===== src/design/sttq_pkg.sv =====
// shared types and constants for the sorted timer queue
// no dependencies
package sttq_pkg;

    localparam int unsigned TIMER_COUNT_DEF = 16;
    localparam int unsigned DL_W = 32;
    localparam int unsigned ID_W = 4;

    localparam logic [1:0] CMD_TICK  = 2'd0;
    localparam logic [1:0] CMD_SETUP = 2'd1;
    localparam logic [1:0] CMD_START = 2'd2;

    typedef struct packed {
        logic            valid;
        logic [DL_W-1:0] deadline;
        logic [ID_W-1:0] owner;
    } entry_t;

    typedef enum logic [2:0] {
        OP_HOLD,
        OP_MARK,
        OP_COMPACT,
        OP_SHIFT,
        OP_INSERT
    } cell_op_t;

    typedef struct packed {
        cell_op_t        op;
        logic [ID_W-1:0] key;
        entry_t          fresh;
    } cell_ctl_t;

endpackage


===== src/design/sttq_cell.sv =====
// one queue cell: holds one entry, trades with its left and right neighbors
// depends on sttq_pkg
module sttq_cell (
    input  logic               clk,
    input  logic               rst_n,
    input  sttq_pkg::cell_ctl_t ctl,
    input  sttq_pkg::entry_t   left_e,
    input  logic               left_gt,
    input  sttq_pkg::entry_t   right_e,
    output sttq_pkg::entry_t   self_e,
    output logic               self_gt
);
    import sttq_pkg::*;

    entry_t cell_reg;
    entry_t cell_next;

    assign self_e  = cell_reg;
    // empty cells sort after everything
    assign self_gt = !cell_reg.valid || (cell_reg.deadline > ctl.fresh.deadline);

    always_comb
    begin
        cell_next = cell_reg;
        unique case (ctl.op)
            OP_HOLD: cell_next = cell_reg;
            OP_MARK:
            begin
                if (cell_reg.valid && cell_reg.owner == ctl.key)
                    cell_next.valid = 1'b0;
            end
            OP_COMPACT:
            begin
                // holes bubble toward the tail one cell per cycle
                if (!cell_reg.valid && right_e.valid)
                    cell_next = right_e;
                else if (cell_reg.valid && !left_e.valid)
                    cell_next.valid = 1'b0;
            end
            OP_SHIFT: cell_next = right_e;
            OP_INSERT:
            begin
                if (left_gt)
                    cell_next = left_e;
                else if (self_gt)
                    cell_next = ctl.fresh;
            end
            default: cell_next = cell_reg;
        endcase
    end

    always_ff @(posedge clk or negedge rst_n)
    begin
        if (!rst_n)
            cell_reg <= '0;
        else
            cell_reg <= cell_next;
    end

endmodule


===== src/design/sorted_software_timer_queue_top.sv =====
// sorted timer queue: set-up writes period and mode on acceptance; start runs
// mark, TIMER_COUNT-1 compaction steps, insert; tick emits each fired timer,
// then reinserts the periodic ones; one result per cycle when out_ready
// holds. one item at a time, in_ready only while the sequencer is idle.
// reset (async, rst_n low) empties the queue, zeroes tick, periods and modes.
// depends on sttq_pkg, sttq_cell
module sorted_software_timer_queue_top #(
    parameter int unsigned TIMER_COUNT = sttq_pkg::TIMER_COUNT_DEF
) (
    input  logic                      clk,
    input  logic                      rst_n,
    input  logic                      in_valid,
    output logic                      in_ready,
    input  logic [1:0]                cmd,
    input  logic [sttq_pkg::ID_W-1:0] timer_id,
    input  logic [sttq_pkg::DL_W-1:0] period_value,
    input  logic                      periodic,
    output logic                      out_valid,
    input  logic                      out_ready,
    output logic [sttq_pkg::ID_W-1:0] fired_timer,
    output logic                      last_fire
);
    import sttq_pkg::*;

    localparam int unsigned NCELL = TIMER_COUNT;
    localparam int unsigned ID_N  = (TIMER_COUNT < (1 << ID_W)) ? TIMER_COUNT : (1 << ID_W);
    localparam int unsigned IDW   = $clog2(ID_N);
    localparam int unsigned PW    = $clog2(ID_N + 1);
    localparam int unsigned CW    = $clog2(NCELL);

    typedef enum logic [5:0] {
        S_IDLE    = 6'b000001,
        S_MARK    = 6'b000010,
        S_COMPACT = 6'b000100,
        S_INSERT  = 6'b001000,
        S_FIRE    = 6'b010000,
        S_RELOAD  = 6'b100000
    } state_t;

    state_t            state_reg, state_next;
    logic [DL_W-1:0]   tick_reg;
    logic [DL_W-1:0]   dl_reg;
    logic [ID_W-1:0]   id_reg;
    logic [CW-1:0]     cnt_reg;
    logic [PW-1:0]     wr_ptr_reg, rd_ptr_reg;
    logic [DL_W-1:0]   period_mem [ID_N];
    logic              mode_reg [ID_N];
    logic [ID_W-1:0]   fire_list [ID_N];
    logic              out_valid_reg;
    logic [ID_W-1:0]   fired_reg;
    logic              last_reg;

    entry_t            cell_e  [NCELL];
    logic              cell_gt [NCELL];
    logic [NCELL-1:0]  valid_vec;
    cell_ctl_t         ctl;

    logic              accept, id_ok, expired0, expired1, emit, more;
    logic [IDW-1:0]    rd_idx;
    logic [DL_W-1:0]   period_rd;

    assign in_ready    = (state_reg == S_IDLE);
    assign accept      = in_valid && in_ready;
    assign id_ok       = (32'(timer_id) < 32'(TIMER_COUNT));
    assign out_valid   = out_valid_reg;
    assign fired_timer = fired_reg;
    assign last_fire   = last_reg;

    assign expired0 = cell_e[0].valid && (cell_e[0].deadline <= tick_reg);
    assign expired1 = cell_e[1].valid && (cell_e[1].deadline <= tick_reg);
    assign emit     = (state_reg == S_FIRE) && expired0 && (!out_valid_reg || out_ready);
    assign more     = (rd_ptr_reg != wr_ptr_reg);

    // one period read port, shared by start and periodic reload
    assign rd_idx    = (state_reg == S_IDLE) ? timer_id[IDW-1:0]
                                             : fire_list[rd_ptr_reg[IDW-1:0]][IDW-1:0];
    assign period_rd = period_mem[rd_idx];

    always_comb
    begin
        ctl.op    = OP_HOLD;
        ctl.key   = id_reg;
        ctl.fresh = '{valid: 1'b1, deadline: dl_reg, owner: id_reg};
        unique case (state_reg)
            S_MARK:    ctl.op = OP_MARK;
            S_COMPACT: ctl.op = OP_COMPACT;
            S_INSERT:  ctl.op = OP_INSERT;
            S_FIRE:    ctl.op = emit ? OP_SHIFT : OP_HOLD;
            default:   ctl.op = OP_HOLD;
        endcase
    end

    genvar g;
    generate
        for (g = 0; g < NCELL; g++)
        begin : g_cell
            entry_t left_e, right_e;
            logic   left_gt;
            if (g == 0)
            begin : g_head
                assign left_e  = '{valid: 1'b1, deadline: '0, owner: '0};
                assign left_gt = 1'b0;
            end
            else
            begin : g_body
                assign left_e  = cell_e[g-1];
                assign left_gt = cell_gt[g-1];
            end
            if (g == NCELL - 1)
            begin : g_tail
                assign right_e = '0;
            end
            else
            begin : g_mid
                assign right_e = cell_e[g+1];
            end
            sttq_cell u_cell (
                .clk     (clk),
                .rst_n   (rst_n),
                .ctl     (ctl),
                .left_e  (left_e),
                .left_gt (left_gt),
                .right_e (right_e),
                .self_e  (cell_e[g]),
                .self_gt (cell_gt[g])
            );
            assign valid_vec[g] = cell_e[g].valid;
        end
    endgenerate

    always_comb
    begin
        state_next = state_reg;
        unique case (state_reg)
            S_IDLE:
            begin
                if (accept)
                begin
                    if (cmd == CMD_TICK)
                        state_next = S_FIRE;
                    else if (cmd == CMD_START && id_ok)
                        state_next = S_MARK;
                end
            end
            S_MARK:    state_next = S_COMPACT;
            S_COMPACT:
            begin
                if (32'(cnt_reg) >= 32'(NCELL - 2))
                    state_next = S_INSERT;
            end
            S_INSERT:  state_next = more ? S_RELOAD : S_IDLE;
            S_FIRE:
            begin
                if (!expired0)
                    state_next = more ? S_RELOAD : S_IDLE;
            end
            S_RELOAD:  state_next = S_INSERT;
            default:   state_next = S_IDLE;
        endcase
    end

    always_ff @(posedge clk or negedge rst_n)
    begin
        if (!rst_n)
        begin
            state_reg     <= S_IDLE;
            tick_reg      <= '0;
            cnt_reg       <= '0;
            wr_ptr_reg    <= '0;
            rd_ptr_reg    <= '0;
            out_valid_reg <= 1'b0;
            for (int i = 0; i < ID_N; i++)
            begin
                period_mem[i] <= '0;
                mode_reg[i]   <= 1'b0;
            end
        end
        else
        begin
            state_reg <= state_next;
            if (accept && cmd == CMD_TICK)
            begin
                tick_reg   <= tick_reg + 1'b1;
                wr_ptr_reg <= '0;
                rd_ptr_reg <= '0;
            end
            if (accept && cmd == CMD_SETUP && id_ok)
            begin
                period_mem[timer_id[IDW-1:0]] <= period_value;
                mode_reg[timer_id[IDW-1:0]]   <= periodic;
            end
            if (state_reg == S_MARK)
                cnt_reg <= '0;
            else if (state_reg == S_COMPACT)
                cnt_reg <= cnt_reg + 1'b1;
            if (emit && mode_reg[cell_e[0].owner[IDW-1:0]])
                wr_ptr_reg <= wr_ptr_reg + 1'b1;
            if (state_reg == S_RELOAD)
                rd_ptr_reg <= rd_ptr_reg + 1'b1;
            if (emit)
                out_valid_reg <= 1'b1;
            else if (out_ready)
                out_valid_reg <= 1'b0;
        end
    end

    // payload registers
    always_ff @(posedge clk)
    begin
        if (accept && cmd == CMD_START && id_ok)
        begin
            id_reg <= timer_id;
            dl_reg <= tick_reg + period_rd;
        end
        if (state_reg == S_RELOAD)
        begin
            id_reg <= fire_list[rd_ptr_reg[IDW-1:0]];
            dl_reg <= tick_reg + period_rd;
        end
        if (emit)
        begin
            fired_reg <= cell_e[0].owner;
            last_reg  <= !expired1;
            if (mode_reg[cell_e[0].owner[IDW-1:0]])
                fire_list[wr_ptr_reg[IDW-1:0]] <= cell_e[0].owner;
        end
    end

    // valid cells form a prefix whenever the queue is at rest
    assert property (@(posedge clk) disable iff (!rst_n)
        (state_reg == S_IDLE) |-> ((valid_vec & (valid_vec + 1'b1)) == '0))
        else $error("queue has a hole while idle");

    assert property (@(posedge clk) disable iff (!rst_n)
        (accept && cmd == CMD_TICK) |=> (state_reg == S_FIRE))
        else $error("tick transfer did not start the fire scan");

    assert property (@(posedge clk) disable iff (!rst_n)
        $rose(out_valid_reg) |-> $past(state_reg == S_FIRE))
        else $error("result produced outside the fire scan");

endmodule

===== config.mk =====
export PLATFORM = sky130hd
export DESIGN_NAME = sorted_software_timer_queue_top
export DESIGN_NICKNAME = d
export VERILOG_FILES = /design/src/design/sttq_pkg.sv /design/src/design/sttq_cell.sv /design/src/design/sorted_software_timer_queue_top.sv
export SDC_FILE = /design/constraint.sdc
export NUM_CORES = 2
export LEC_CHECK = 0
export BUFFER_PORTS_ARGS = -buffer_cell sky130_fd_sc_hd__buf_2
export CORE_UTILIZATION = 35
export DETAILED_ROUTE_END_ITERATION = 6
export SYNTH_ARGS = -nofsm -noshare
export SYNTH_HDL_FRONTEND = slang
export SYNTH_SLANG_ARGS = --single-unit

===== constraint.sdc =====
create_clock -name clk -period 7.4 [get_ports clk]
set_input_delay 0.74 -clock clk [delete_from_list [all_inputs] [get_ports clk]]
set_output_delay 0.74 -clock clk [all_outputs]
set_load 0.05 [all_outputs]

======== Word level (Yosys, flattened, before mapping) ========
Memories as Yosys holds them, arrays and structs flattened.
Cells that the tools add are included.
storage, ports and cells
  register bits after elaboration ......... 1214
  RAM bits ................................ 64
  input bits .............................. 43
  output and inout port bits .............. 7
  word-level logic and storage cells ...... 494
  memories ................................ 1
memory list
  memory     depth  width  read ports  clocked after Yosys merged registers in  wr ports  line                                   text
  fire_list  16     4      1           0                                        1         sorted_software_timer_queue_top.sv:48  logic [ID_W-1:0] fire_list [ID_N];
operators by class
  $add $sub $neg .......................... 5
  order comparisons ....................... 23
  eq/ne operators ......................... 94
  muxes and demuxes ....................... 160
  bitwise logic cells ..................... 3
  reductions and logical operators ........ 118
operators by type and width
  operator                                               number
  one-hot mux 36 bit (3 select lines)                    15
  2-to-1 mux 37 bit                                      31
  2-to-1 mux 36 bit                                      15
  bitwise mux 512 bit                                    1
  > comparator 32 bit                                    16
  2-to-1 mux 32 bit                                      5
  binary-select mux 32 bit (select 4 bit)                1
  demux 32 bit (select 4 bit)                            1
  inequality test 3 x 1 -> 1 bit, second input constant  28
  one-hot mux 36 bit (2 select lines)                    1
  AND reduction 4 bit                                    17
  inequality test 2 x 1 -> 1 bit, second input constant  33
  equality test 4 bit                                    16
  less-or-equal comparator 32 bit                        2
  one-hot mux 1 bit (4 select lines)                     16
  2-to-1 mux 1 bit                                       54
  AND reduction 3 bit                                    15
  logical AND 1 bit                                      41
  2-to-1 mux 6 bit                                       6
  one-hot mux 6 bit (6 select lines)                     1
  adder 32 x 1 -> 32 bit, second input constant          1
  adder 32 bit                                           1
  2-to-1 mux 4 bit                                       5
  logical NOT 1 bit                                      18
  32 further kinds                                       63

======== Longest topological paths before layout ========
  word-level depth ........................ 9
  gate-level depth with buffers ........... 25
  gate-level depth less buffers ........... 22

======== By module ========
From an unflattened synthesis, not the netlist that was laid out.
unflattened totals
  cell total of the unflattened synthesis .. 8229
  area total of the unflattened synthesis .. 85424.4 um2
by module, submodules not included
  module                            times used  cells each  area each (um2)  sequential area each (um2)
  sorted_software_timer_queue_top   1           2837        34020.1          17693.2
  sttq_cell (g_cell[0].u_cell ...)  10          337         3275.6           925.9
  sttq_cell (g_cell[4].u_cell ...)  6           337         3108.0           925.9

======== Worst setup path after synthesis ========
OpenSTA, ideal clock, no wires.
  path kind ............................... register to register
  from .................................... reg rd_ptr_reg[1]
  to ...................................... reg dl_reg[27] (data pin)
  setup time .............................. 255 ps
  arrival ................................. 4906 ps
  data required time ...................... 7145 ps
  setup slack ............................. 2240 ps
  cell stages (with the launch flop) ...... 23
  buffers on the path ..................... 4
  period minus slack after synthesis ...... 5160 ps
  cells stage by stage .................... dfrtp_1 > buf_2 > buf_2 > mux4_2 > mux2i_1 > a21oi_1 > mux2i_2 > buf_2 > buf_1 > a211oi_1 > a31oi_1 > a21oi_1 > a21oi_1 > ha_1 > a211o_1 > a21oi_1 > a21oi_1 > o211ai_1 > a21oi_1 > o31ai_1 > a31oi_1 > or3_1 > and2_1
on the way
  cells in the longest elaborated chain, start to end .. 9
ends and longest elaborated chain
  what                                                     line                                                                            text
  from (decl)                                              sorted_software_timer_queue_top.sv:45                                           logic [PW-1:0] wr_ptr_reg, rd_ptr_reg;
  from (signal assigned)                                   sorted_software_timer_queue_top.sv:199                                          rd_ptr_reg <= rd_ptr_reg + 1'b1;
  memory (16 x 4 bit) *                                    --
  2-to-1 mux 4 bit *                                       sorted_software_timer_queue_top.sv:75                                           assign rd_idx = (state_reg == S_IDLE) ? timer_id[IDW-1:0]
  inverter 4 -> 5 bit (not written as such) *              sorted_software_timer_queue_top.sv:77                                           assign period_rd = period_mem[rd_idx];
  binary-select mux 32 bit (select 4 bit) *                sorted_software_timer_queue_top.sv:77
  2-to-1 mux 32 bit (not written as such) * (2 in series)  sorted_software_timer_queue_top.sv:77
  adder 32 bit *                                           sorted_software_timer_queue_top.sv:213, sorted_software_timer_queue_top.sv:218
  2-to-1 mux 32 bit                                        sorted_software_timer_queue_top.sv:210                                          if (accept && cmd == CMD_START && id_ok)
  2-to-1 mux 32 bit *                                      sorted_software_timer_queue_top.sv:215                                          if (state_reg == S_RELOAD)
  to (signal assigned)                                     sorted_software_timer_queue_top.sv:213                                          dl_reg <= tick_reg + period_rd;
  to (signal assigned)                                     sorted_software_timer_queue_top.sv:218                                          dl_reg <= tick_reg + period_rd;
  to (decl)                                                sorted_software_timer_queue_top.sv:42                                           logic [DL_W-1:0] dl_reg;
Mark *: on every way between the ends. The rest lies on a longest branch, timed or not. The select of a mux whose other input is x is not followed.
A chain may end at the register's enable or synchronous reset.

======== Worst setup path in the final report ========
  from .................................... reg rd_ptr_reg[2]
  to ...................................... reg dl_reg[29] (data pin)
Same word-level chain as after synthesis.

==> results.toml <==
[power_and_ir_drop]
power_density_mw_per_mm2 = 295
peakVddDrop_mv = 0.344
leakagePower_nw = 42.4

[layout]
final_cell_mix = "1171 x dfrtp_1, 1013 x mux2_2, 899 x nand2_1, 615 x ha_1, 574 x o21ai_0"
fill_cells = 22099
fin_cells = 10620
layout-drive-gt1-share_pct = 19.8
post-route-util_pct = 38.7
seq_area_sq_mm = 0.0325
largest_register_ffs = 592
nets = 8159
area_delta_synth_final_pct = 9.59
layout_commonest_cell = "dfrtp_1"
multi_input_area_sq_mm = 0.0454

[detailed_routing]
drc_errors = 0
vias = 59646
dr.pass1.iters = 5
wl_per_cell_um = 21.8
detail-route-antenna-nets = 0
drtIter0Drc = 4343
wl_um = 231000
routed_via_density = 5.62

[status]
status = "finished clean"

[worst_setup_path]
critPathLaunchType = "flop"
arrival_ns = 7.23
path_class = "reg2reg"
worstPathBufferInverterCount = 2
critPathMaxFanout = 100
crit_start = "rd_ptr_reg[2]$_DFFE_PN0P_"
timing.rr.start = "rd_ptr_reg[2]$_DFFE_PN0P_"
timing.critical_path.mode_cell = "a21oi_1"
cpPeakStageDelay_ns = 0.69
crit_path_end_kind = "flop"
path_cells = "buf_4 -> mux4_2 -> nor2b_1 -> a211oi_1 -> a21oi_1 -> mux2i_4 -> buf_12 -> a211oi_1 -> a311oi_1 -> a21oi_1 -> a21oi_1 -> ha_1 -> o21a_1 -> a21oi_1 -> a21oi_1 -> o211ai_1 -> a21oi_1 -> o31ai_1 -> a31oi_1 -> o21ai_0 -> nand4b_1 -> o311ai_0"
crit_path_top_delay_cell = "dfrtp_1"
crit_required_ns = 7.95
crit_family = "compound AO/OA/AOI/OAI gates"

[synthesis]
avgSynthCellArea_sq_um = 10.4
synthArstFlopShare_pct = 91.8
synth_top_family_by_area = "multiplexers"
synthXorXnorAreaFrac_pct = 1.42
yosys_warnings = 0
synth_fa_ha_area_share_pct = 9.59
netlist_area_sq_mm = 0.0804
synth_nets = 8396
seq_area_frac_synth_pct = 40.4
synth_compound_area_share_pct = 13.2
synthDistinctLibCells = 84
synthFlopType = "dfrtp_1"
synth_cells = 7737
synth-edff-count = 105
synth.area.mux_share_pct = 21.6
ys_seq_elements = 1278
synth_simple_gate_area_share_pct = 10.2

[placement]
dp_slack_ns = 0.804
dp_hpwl_um = 160000
post-place-cells = 10362
place.gp.congestion = 0.887
io_buffers = 49

[global_routing]
use_met1_pct = 27.4
grt_pass1_wl_um = 364000
grtUsageTotal_pct = 19.8
grtUsageMet2_pct = 31.5
grt_max_degree = 234
use_met3_pct = 2.72
grt_pass1_vias = 60847
overflow = 0
busiest_layer = "met2"
grt_antenna_before_repair = 23

[timing]
setup_slack_ns = 0.720
slew_headroom_pct = 15.0
hold_violations = 0
worstMarginPinSlew_ns = 1.26
setup_tns_ns = 0
finalCritPeriodShare_pct = 90.3
hold_slack_ns = 0.411
period_minus_slack_ns = 6.68
skew_ns = 0.0349
fmax_ghz = 0.150
rsz0062_at_grt = "no"
report.final.slew_viol_count = 0
finalSetupViolations = 0

[die]
initial_utilization_pct = 35.3
die-area_sq_mm = 0.232
die_h_um = 481
row_count = 175
die_w_um = 481
core_area_sq_mm = 0.228
io-pin-count = 50

[clock_network]
clockBufferDepth = 3
cts_tree = "yes"
clkTransAtPathRegs_ns = 0.06
cts_max_level = 4
clk_latency_ns = 0.78
cts_buffers = 144
clockRootBuffer = "clkbuf_16"
cts_resized = 0
clock-sinks = 1278

[worst_hold_path]
hold_start = "cmd[1]"
hold_class = "in2reg"

[flow_run]
max-cap-violations = 0
==> power by group <==
part | switching, W | internal (W) | leakage (nW)
Clock | 0.00303 | 0.00412 | 2.25
Combinational | 0.00591 | 0.00382 | 23.1
Sequential | 0.00101 | 0.00810 | 17.0
==> repair_timing <==
item,in CTS,in global routing
setup buffers,0,0
hold buffers,1,0
endpoints found under the setup margin,0,0
hold endpoints to repair,14,0
==> cells in the mapped netlist, types with 62 or more instances <==
master    count  area share (%)
nor3_1      105            0.65
mux2i_1     510             6.3
nand2_1     910             4.2
a21o_1      189             1.8
nand3_1      73            0.45
and2_1      132             1.0
edfxtp_1    105             3.9
clkbuf_1    379             1.8
a21oi_1     287             1.8
o21ai_0     577             3.6
dfrtp_1    1172              36
nand4_1     124            0.96
a311oi_1     62            0.68
a31oi_1      73            0.57
buf_2       111            0.69
mux2_2     1015              14
nor2_1      217             1.0
xnor2_1      79            0.86
a211oi_1    212             2.0
ha_1        615             9.6
inv_1       113            0.53
==> metal layers <==
metal	wire length [um]	share of wire (%)
met5	126	0.054
met2	106000	46
met1	108000	47
met3	9750	4.2
met4	7750	3.3
==> per-stage QoR <==
stage / total power (W) / instance area [sq um]
3_3_place_gp: 0.0186 / 83500
2_1_floorplan: 0.0159 / 80400
4_1_cts: 0.0261 / 88100
3_5_place_dp: 0.0189 / 83500
6_report: 0.0260 / 88100
5_1_grt: 0.0275 / 88100
==> worst paths after layout <==
path,cells after the start,slack [ns],end
setup / recovery,22,0.72,dl_reg[29]$_DFFE_PP_
hold / removal,3,0.41,state_reg[1]$_DFFE_PN0P_
setup reg to reg,22,0.72,dl_reg[29]$_DFFE_PP_
hold reg to reg,1,0.47,tick_reg[31]$_DFFE_PN0P_
max in group asynchronous,4,4.94,period_mem[74]$_DFFE_PN0P_
min in group asynchronous,2,0.53,g_cell[15].u_cell.self_e[11]$_DFFE_PN0P_
==> logic make-up (layout without fill, tap and decap cells) <==
family,count (synthesis),after routing
other cells,0,7
fa+ha+maj,616,616
mux,1578,1578
compound gates,1678,1678
buf+inv,683,550
xor+xnor,130,130
flops,1278,1278
simple gates,1774,1774
==> worst reg2reg max path: stages (launching register included) <==
cell and delay [ns]:
dfrtp_1 0.69, buf_4 0.29, mux4_2 0.50, nor2b_1 0.14, a211oi_1 0.23, a21oi_1 0.13, mux2i_4 0.25, buf_12 0.36
a211oi_1 0.19, a311oi_1 0.26, a21oi_1 0.07, a21oi_1 0.47, ha_1 0.38, o21a_1 0.21, a21oi_1 0.32, a21oi_1 0.21
o211ai_1 0.32, a21oi_1 0.19, o31ai_1 0.46, a31oi_1 0.23, o21ai_0 0.29, nand4b_1 0.12, o311ai_0 0.13
==> area by class of cell <==
class                      instances  area share [%]
inverter                         113           0.481
multi-input combinational       5776            51.5
clock inverter                    32           0.381
tap                             3009            4.27
timing repair buffer             187            1.63
sequential                      1278            36.9
clock buffer                     218            4.82
antenna                            7          0.0199
Power figures use the tool's default switching activity.
